**config.mk**
```make
export PLATFORM = sky130hd
export DESIGN_NAME = xorshift128plus_rng_with_lehmer_seed
export DESIGN_NICKNAME = d
export VERILOG_FILES = /design/src/rtl/xs128p_pkg.sv /design/src/rtl/xs128p_ctrl.sv /design/src/rtl/xs128p_dp.sv /design/src/rtl/xorshift128plus_rng_with_lehmer_seed.sv
export SDC_FILE = /design/constraint.sdc
export NUM_CORES = 1
export LEC_CHECK = 0
export ABC_CLOCK_PERIOD_IN_PS = 5900
export BUFFER_PORTS_ARGS = -buffer_cell sky130_fd_sc_hd__clkbuf_2
export CAP_MARGIN = 30
export CORE_MARGIN = 5
export CORE_UTILIZATION = 50
export DETAILED_ROUTE_END_ITERATION = 10
export MAX_ROUTING_LAYER = met4
export PLACE_DENSITY = 0.77
export SETUP_SLACK_MARGIN = 0.05
export SYNTH_ARGS = -nofsm -noshare
export SYNTH_HDL_FRONTEND = slang
export SYNTH_HIERARCHICAL = 1
export SYNTH_SLANG_ARGS = --single-unit
```
**constraint.sdc**
```tcl
create_clock -name i_clk -period 5.9 [get_ports i_clk]
set_input_delay 0.295 -clock i_clk [delete_from_list [all_inputs] [get_ports i_clk]]
set_output_delay 0.295 -clock i_clk [all_outputs]
set_load 0.1 [all_outputs]
```
**src/rtl/xs128p_pkg.sv**
```systemverilog
// Package for the xorshift128+ generator with Lehmer seeding.
// Holds widths, arithmetic constants, controller states and the control structs.
// No dependencies.
package xs128p_pkg;

    localparam int WORD_W        = 64;
    localparam int SEED_W        = 32;
    localparam int PROD_W        = 48;
    localparam int FRACTION_BITS = 52;

    localparam logic [PROD_W-1:0] LEHMER_MUL = 48'd48271;
    localparam logic [SEED_W-1:0] LEHMER_MOD = 32'd2147483647;

    localparam int SHIFT_A = 23;
    localparam int SHIFT_B = 17;
    localparam int SHIFT_C = 26;

    localparam logic CMD_SEED = 1'b0;
    localparam logic CMD_NEXT = 1'b1;

    typedef enum logic [1:0] {
        ST_IDLE,
        ST_MUL,
        ST_RED
    } t_state;

    typedef struct packed {
        logic load_seed;
        logic mul;
        logic red;
        logic advance;
    } t_ctrl_cmd;

    typedef struct packed {
        logic out_free;
    } t_ctrl_sts;

endpackage

```
**src/rtl/xs128p_ctrl.sv**
```systemverilog
// Controller for the xorshift128+ generator: request acceptance and the
// four-step Lehmer seeding sequence. Depends on xs128p_pkg.
module xs128p_ctrl
    import xs128p_pkg::*;
(
    input  logic      i_clk,
    input  logic      i_rst_n,
    input  logic      i_in_valid,
    input  logic      i_cmd,
    output logic      o_in_ready,
    input  t_ctrl_sts i_sts,
    output t_ctrl_cmd o_cmd
);

    t_state     r_state, n_state;
    logic [1:0] r_step, n_step;
    logic       accept;

    assign accept = i_in_valid && o_in_ready;

    always_ff @(posedge i_clk) begin
        if (!i_rst_n) begin
            r_state <= ST_IDLE;
            r_step  <= '0;
        end else begin
            r_state <= n_state;
            r_step  <= n_step;
        end
    end

    always_comb begin
        n_state = r_state;
        n_step  = r_step;
        unique case (r_state)
            ST_IDLE: begin
                if (accept && i_cmd == CMD_SEED) begin
                    n_state = ST_MUL;
                    n_step  = '0;
                end
            end
            ST_MUL: begin
                n_state = ST_RED;
            end
            ST_RED: begin
                if (r_step == 2'd3) begin
                    n_state = ST_IDLE;
                end else begin
                    n_state = ST_MUL;
                    n_step  = r_step + 2'd1;
                end
            end
            default: begin
                n_state = ST_IDLE;
            end
        endcase
    end

    always_comb begin
        o_in_ready = 1'b0;
        o_cmd      = '0;
        unique case (r_state)
            ST_IDLE: begin
                o_in_ready      = i_sts.out_free;
                o_cmd.load_seed = accept && i_cmd == CMD_SEED;
                o_cmd.advance   = accept && i_cmd == CMD_NEXT;
            end
            ST_MUL: begin
                o_cmd.mul = 1'b1;
            end
            ST_RED: begin
                o_cmd.red = 1'b1;
            end
            default: begin
                o_in_ready = 1'b0;
            end
        endcase
    end

endmodule

```
**src/rtl/xs128p_dp.sv**
```systemverilog
// Datapath for the xorshift128+ generator: state words, Lehmer multiply and
// Mersenne reduction, shift-xor update and output register. Depends on xs128p_pkg.
module xs128p_dp
    import xs128p_pkg::*;
(
    input  logic                     i_clk,
    input  logic                     i_rst_n,
    input  t_ctrl_cmd                i_cmd,
    output t_ctrl_sts                o_sts,
    input  logic [SEED_W-1:0]        i_seed_value,
    input  logic                     i_out_ready,
    output logic                     o_out_valid,
    output logic [FRACTION_BITS-1:0] o_random_fraction
);

    logic [WORD_W-1:0]        r_word_a, r_word_b;
    logic [SEED_W-1:0]        r_lehmer;
    logic [PROD_W-1:0]        r_prod;
    logic                     r_out_valid;
    logic [FRACTION_BITS-1:0] r_out;

    logic [SEED_W-1:0] red_sum;
    logic [SEED_W-1:0] red_val;
    logic [WORD_W-1:0] x1, x2, x3;
    logic [WORD_W-1:0] out_sum;

    assign red_sum = {1'b0, r_prod[SEED_W-2:0]}
                   + {{(2*SEED_W-PROD_W-1){1'b0}}, r_prod[PROD_W-1:SEED_W-1]};
    assign red_val = (red_sum >= LEHMER_MOD) ? red_sum - LEHMER_MOD : red_sum;

    assign x1      = r_word_a ^ (r_word_a << SHIFT_A);
    assign x2      = x1 ^ (x1 >> SHIFT_B);
    assign x3      = x2 ^ r_word_b ^ (r_word_b >> SHIFT_C);
    assign out_sum = r_word_b + x3;

    assign o_sts.out_free   = !r_out_valid || i_out_ready;
    assign o_out_valid       = r_out_valid;
    assign o_random_fraction = r_out;

    always_ff @(posedge i_clk) begin
        if (!i_rst_n) begin
            r_word_a    <= '0;
            r_word_b    <= '0;
            r_out_valid <= 1'b0;
        end else begin
            if (i_cmd.advance) begin
                r_word_a    <= r_word_b;
                r_word_b    <= x3;
                r_out_valid <= 1'b1;
            end else if (i_out_ready) begin
                r_out_valid <= 1'b0;
            end
            if (i_cmd.red) begin
                {r_word_b, r_word_a} <= {red_val, r_word_b, r_word_a[WORD_W-1:SEED_W]};
            end
        end
    end

    always_ff @(posedge i_clk) begin
        if (i_cmd.advance) begin
            r_out <= out_sum[FRACTION_BITS-1:0];
        end
        if (i_cmd.load_seed) begin
            r_lehmer <= i_seed_value;
        end else if (i_cmd.red) begin
            r_lehmer <= red_val;
        end
        if (i_cmd.mul) begin
            r_prod <= {{(PROD_W-SEED_W){1'b0}}, r_lehmer} * LEHMER_MUL;
        end
    end

endmodule

```
**src/rtl/xorshift128plus_rng_with_lehmer_seed.sv**
```systemverilog
// Top level of the xorshift128+ generator with Lehmer seeding.
// Joins xs128p_ctrl and xs128p_dp; depends on xs128p_pkg.
//
//   channel  direction  handshake                  payload
//   in       input      i_in_valid / o_in_ready    i_cmd, i_seed_value
//   out      output     o_out_valid / i_out_ready  o_random_fraction
//
// A next request's result sits in the output register.
// A seed request runs through the accept, then four Lehmer steps, each
// a multiply state and a modular reduction state, and gives no result.
// Requests are taken only while the controller is idle and the output register is empty or being drained.
// Reset is synchronous, active low, and clears both state words to zero.
module xorshift128plus_rng_with_lehmer_seed
    import xs128p_pkg::*;
(
    input  logic                     i_clk,
    input  logic                     i_rst_n,
    input  logic                     i_in_valid,
    output logic                     o_in_ready,
    input  logic                     i_cmd,
    input  logic [SEED_W-1:0]        i_seed_value,
    output logic                     o_out_valid,
    input  logic                     i_out_ready,
    output logic [FRACTION_BITS-1:0] o_random_fraction
);

    t_ctrl_cmd cmd;
    t_ctrl_sts sts;

    xs128p_ctrl u_ctrl (
        .i_clk      (i_clk),
        .i_rst_n    (i_rst_n),
        .i_in_valid (i_in_valid),
        .i_cmd      (i_cmd),
        .o_in_ready (o_in_ready),
        .i_sts      (sts),
        .o_cmd      (cmd)
    );

    xs128p_dp u_dp (
        .i_clk             (i_clk),
        .i_rst_n           (i_rst_n),
        .i_cmd             (cmd),
        .o_sts             (sts),
        .i_seed_value      (i_seed_value),
        .i_out_ready       (i_out_ready),
        .o_out_valid       (o_out_valid),
        .o_random_fraction (o_random_fraction)
    );

endmodule

```
==> metrics.txt, run 1 <==
status=complete, but fails checks; failing checks=setup timing; synth unique cells=88; CP max stage cell=fa_1; Post-Syn Instances=2809; Worst slew margin=37.04%; antenna violations before repair=4; Post-synth top flop=dfxtp_1; M3 GR Usage=6.068%; hpwl dp=67.45 mm; top cell type's share of synthesized area=15.22%; Vias per Instance=5.949; die height=238.2 um; DR DRC count=0; largest family of logic cells by synthesized area=adder cells; xor/xnor share of the synthesized area=10.49%; routed wire length=84.33 mm; critical path startpoint category=flop; Starting Density=50.56%; Post-Synth Adder-Cell Area=27.28%; Critical Path Fanout Max=4; Buffers on Ports=90; Core Box Area=0.05151 mm^2; GRT overflow=0; pin count of the biggest net entering global routing=219; crit end category=flop; met1 GRT Util=40.94%; Filler Cell Count=4422; Arr. time, crit path=6.47 ns; share of cells above drive strength 1=17.19%; gr usage total=29.58%; mux cell area share after synthesis=3.983%; Final Hold Fails=0; Final Max Tran Viols=0; largest stage delay on the critical path=0.53 ns; total CTS buffers=34; Post-synth EDFFs=132; Hold/Removal Path Class=primary input to flop; NumNets Final=3548; delay-heaviest family, CP=adder cells; clock skew=0.02913 ns; Max Fclk=162.5 MHz; CTS tree=done; GP Congestion=1.015; die area=0.05675 mm^2; DRT Pass-1 Iters=5; Area Overhead vs Synth=17.60%; syn nets=3298; via count of the routed design=22409; ys async rst share=0%; first-pass GRT wire length=126.9 mm; Tcrit/Tclk final=104.3%; CP cell instances=inv_2, fa_2, fa_1, inv_1, fa_1, fa_1, fa_1, inv_1, fa_1, inv_1, ha_1, o21a_1, o21a_1, o21a_1, nor4bb_4, buf_4, o21ai_4, a31oi_4, o21ai_2, nand2b_1, a311oi_2, xnor2_1; Syn Area/Cell=9.271 um^2; clk_lat worst skew=0.57 ns; Compound-Gate Fraction of Synth Area=13.61%; met2 usage=44.15%; max-cap violation count=0; flops & latches, synth=265; simple-gate share of the synthesized area=13.52%; H-Tree Depth=2; area leader, netlist=edfxtp_1; fin crit period=6.152 ns; clock sinks=265; Worst-path clk slew=0.06 ns; WS Path Type=flop to flop; Top Ports=91; post-synthesis sequential area ratio=25.44%; Die Width=238.2 um; Max clock buf depth=3; setup ws final=-0.2522 ns; vias in the first global route=21909; wire per inst=22.39 um; measured slew at the worst slew-check pin=0.9444 ns; Synth area leaders=edfxtp_1 (15%), fa_1 (15%), ha_1 (12%), dfxtp_1 (10%), xnor2_1 (8.1%); CTS Root Cell=clkbuf_16; Critical Path RT=6.22 ns; Final Setup Violations=16; Worst R2R Setup Slack=-0.25 ns; row count=83; mapped cell area=0.02604 mm^2; YS warnings=6; RSZ-0062 raised after global routing=true; busiest grt layer=met2; Most common cell on crit path=fa_1; post-route ant nets=0; DP Worst Slack=-0.4421 ns; Crit path buffers/inverters=5; violation count after the first detailed-route iteration=2298
## cell families (layout without fill, tap and decap cells)
logic type,count (synthesis),count (layout)
buffers and inverters,383,658
AOI/OAI and AO/OA,555,555
and+or+nand+nor,739,739
DFF,265,265
other,0,3
muxes,103,103
xor gates and xnor gates,312,312
adders and majority gates,452,452
## flip-flops by register name, indices dropped and copies added (netlist names)
name                    flops
u_dp/r_prod                48
u_ctrl/r_state              2
u_dp/r_word_b              64
u_dp/r_lehmer              32
u_dp/r_word_a              64
u_dp/o_out_valid            1
u_dp/o_random_fraction     52
u_ctrl/r_step               2
## stage by stage
step	hold WS, ns	area [um^2]	setup TNS (ns)	std cells	util [%]
after global routing	0.03547	30630	-5.383	3767	59.46
after CTS	0.002735	30030	-1.642	3743	58.31
after detailed placement	0.4770	28440	-4.264	3658	55.21
after global placement	0.4485	28400	-2.301	3656	55.14
final	0.02103	30630	-2.509	3767	59.46
after floorplan	0.4268	26110	-0.01515	2809	-
## layout make-up
| cell class | instances | area (um^2) | share of cell area (%) |
|---|---|---|---|
| Multi-Input combinational cell | 2161 | 18660 | 60.92 |
| Sequential cell | 265 | 6626 | 21.64 |
| Timing Repair Buffer | 317 | 2288 | 7.472 |
| Inverter | 280 | 1057 | 3.452 |
| Clock buffer | 41 | 907.1 | 2.962 |
| Tap cell | 680 | 850.8 | 2.778 |
| Clock inverter | 20 | 230.2 | 0.7517 |
| Antenna cell | 3 | 7.507 | 0.02451 |
## timing repair
item / CTS / global route
pin swaps: 57 / 79
endpoints found under the setup margin: 23 / 27
endpoints found under the hold margin: 4 / 0
resized for setup: 68 / 99
gates cloned: 0 / 0
hold buffers: 4 / 0
buffers inserted: 24 / 24
## cell usage in the layout (no fill, tap or decap), types with 13 or more instances in the layout
master,instances
a21oi_1,188
fa_2,19
xor2_1,72
a21oi_2,17
nand3_1,48
nor2b_1,15
nor3_1,26
nand4_1,21
fa_1,174
or4_1,27
clkbuf_16,34
nor2_1,296
nand2_1,153
a21o_1,45
nand2b_1,24
buf_6,21
and3_1,16
buf_4,198
o21bai_1,13
o21ai_0,70
a211oi_1,24
dfxtp_1,133
xnor2_1,228
inv_1,254
mux2i_1,98
clkbuf_2,90
o211ai_1,44
inv_2,21
a31oi_1,16
o21a_1,21
ha_1,246
or3_1,29
edfxtp_1,132
## cell usage after synthesis, types with 44 or more instances
library cell / instances
nor2_1: 305
inv_1: 277
ha_1: 259
xnor2_1: 240
a21oi_1: 205
fa_1: 193
nand2_1: 155
dfxtp_1: 133
edfxtp_1: 132
mux2i_1: 98
o21ai_0: 82
clkbuf_1: 75
xor2_1: 72
nand3_1: 51
a21o_1: 45
o211ai_1: 44
## per-layer routing
layer | share of wire [%] | up-vias
met3 | 9.7 | 185
met1 | 43 | 10941
li1 | - | 10229
met5 | 0 | -
met4 | 3.3 | 0
met2 | 44 | 1054
## path summary, 6_finish.rpt
kind                         start                end  cells after the start
setup / recovery  u_dp/r_lehmer[6]    u_dp/r_prod[46]                     22
hold / removal    i_seed_value[22]  u_dp/r_lehmer[22]                      3
setup reg to reg  u_dp/r_lehmer[6]    u_dp/r_prod[46]                     22
hold reg to reg   u_ctrl/r_step[0]   u_ctrl/r_step[0]                      1
## worst min-delay path, stage by stage
cell	delay (ns)
clkbuf_2	0.07
nand2_1	0.05
o31ai_1	0.06
Power of run 1 is not shown: default switching activity piles up to over one toggle a cycle in this logic, so the estimate is an artifact.
==> inputs of run 2 (changes only) <==
Settings changed: CAP_MARGIN 30 to default, HOLD_SLACK_MARGIN from default to 0.05, RECOVER_POWER from default to 100.
==> run 2 against run 1 <==
Compared with the run above:
- fmax up 0.35%
- count of clock-buffer cells in the layout down 1
- non-clock buffer count down 3
- the flow finishes with violations (capacitance limit, slew limit, setup timing)
- cell area down 0.30%
- highest routed layer unchanged
- setup slack better by 0.021 ns
- global-route usage down 0.15 points
- die area unchanged
- critical endpoint unchanged
- via count up 0.17%
==> metrics.txt, run 2 (synthesis gave the netlist of run 1 again) <==
WS Path Type=flop to flop; pin count of the biggest net entering global routing=219; Core Box Area=0.05151 mm^2; hpwl dp=67.36 mm; NumNets Final=3546; Critical Path RT=6.20 ns; gr usage total=29.43%; fin crit period=6.131 ns; most frequent cells in the layout=nor2_1 (297), inv_1 (256), ha_1 (243), xnor2_1 (226), a21oi_1 (187); clk_lat worst skew=0.56 ns; Final Setup Violations=16; clock skew=0.01930 ns; routed wire length=84.29 mm; delay-heaviest family, CP=adder cells; largest stage delay on the critical path=0.59 ns; Critical Path Fanout Max=4; wire per inst=22.39 um; crit end category=flop; Area Overhead vs Synth=17.25%; CP cell instances=buf_6, fa_1, inv_2, fa_1, inv_1, fa_2, fa_1, fa_1, fa_1, ha_4, o21a_1, o21a_1, nor4bb_4, o21ai_2, a31oi_4, o21ai_2, nand2b_1, a311oi_2, xnor2_1; Hold/Removal Path Class=primary input to flop; first-pass GRT wire length=126.5 mm; row count=83; GRT overflow=0; vias in the first global route=21809; post-route ant nets=0; Starting Density=50.56%; met1 GRT Util=41.39%; failing checks=capacitance limit, slew limit, setup timing; Tcrit/Tclk final=103.9%; Final Hold Fails=0; Die Width=238.2 um; share of cells above drive strength 1=14.89%; Top Ports=91; die area=0.05675 mm^2; M3 GR Usage=5.086%; most common cell after layout, fill and taps aside=nor2_1; max-cap violation count=5; Worst slew margin=-78.11%; Max clock buf depth=3; DRT Pass-1 Iters=6; CP max stage cell=fa_1; GP Congestion=1.015; measured slew at the worst slew-check pin=2.672 ns; Crit path buffers/inverters=3; setup ws final=-0.2309 ns; DR DRC count=0; met2 usage=44.34%; violation count after the first detailed-route iteration=2257; clock sinks=265; Vias per Instance=5.962; Max Fclk=163.1 MHz; placed cells=3656; Non-Filler Instances=3765; busiest grt layer=met2; die height=238.2 um; total CTS buffers=35; antenna violations before repair=1; CTS tree=done; RSZ-0062 raised after global routing=true; Worst-path clk slew=0.06 ns; status=complete, but fails checks; via count of the routed design=22447; Most common cell on crit path=fa_1; Arr. time, crit path=6.43 ns; CTS Root Cell=clkbuf_16; H-Tree Depth=2; Buffers on Ports=90; critical path startpoint category=flop; Final Max Tran Viols=298
run 2: final timing paths:
kind                      endpoint  slack [ns]  cells past startpoint        startpoint
setup reg to reg   u_dp/r_prod[46]       -0.23                     19  u_dp/r_lehmer[7]
setup / recovery   u_dp/r_prod[46]       -0.23                     19  u_dp/r_lehmer[7]
hold reg to reg   u_ctrl/r_step[0]        0.50                      1  u_ctrl/r_step[0]
hold / removal    u_dp/r_lehmer[3]         0.1                      3   i_seed_value[3]
run 2: per-stage QoR:
stage / area (um^2) / hold WS (ns) / utilization, % / TNS, ns / worst slack (ns)
after floorplan: 26110 / 0.4268 / - / -0.01515 / -0.01515
after global placement: 28400 / 0.4485 / 55.14 / -2.301 / -0.2581
after detailed placement: 28400 / 0.4874 / 55.14 / -4.265 / -0.4417
after CTS: 30200 / 0.07902 / 58.64 / -0.5353 / -0.1444
after global routing: 30530 / 0.1005 / 59.28 / -4.393 / -0.3889
final: 30540 / 0.09744 / 59.28 / -1.598 / -0.2309
run 2: layer usage:
layer	share of wire, %	wire [um]	up-vias
met4	3.0	2513	0
li1	-	-	10237
met1	43	36370	10934
met2	44	37020	1117
met5	0	0	-
met3	9.9	8387	159
run 2: repair_timing:
action,CTS,global route
endpoints found under the hold margin,9,0
setup endpoints to repair,23,25
gates cloned,0,0
pin swaps,51,52
hold buffers,9,0
gates resized for setup,92,77
setup buffers,25,20
run 2: worst min-delay path: stages:
cell and delay, ns:
clkbuf_2 0.11, nand2_1 0.06, nand3_1 0.08
run 2: layout make-up:
| class | count | area, um^2 |
|---|---|---|
| Tap cell | 680 | 850.8 |
| Timing Repair Buffer | 314 | 2127 |
| Multi-Input combinational cell | 2161 | 18670 |
| Sequential cell | 265 | 6626 |
| Clock buffer | 40 | 935.9 |
| Clock inverter | 23 | 266.5 |
| Fill cell | 4453 | 20970 |
| Antenna cell | 2 | 5.005 |
| Inverter | 280 | 1055 |
Power of run 2 is left out for the same reason.
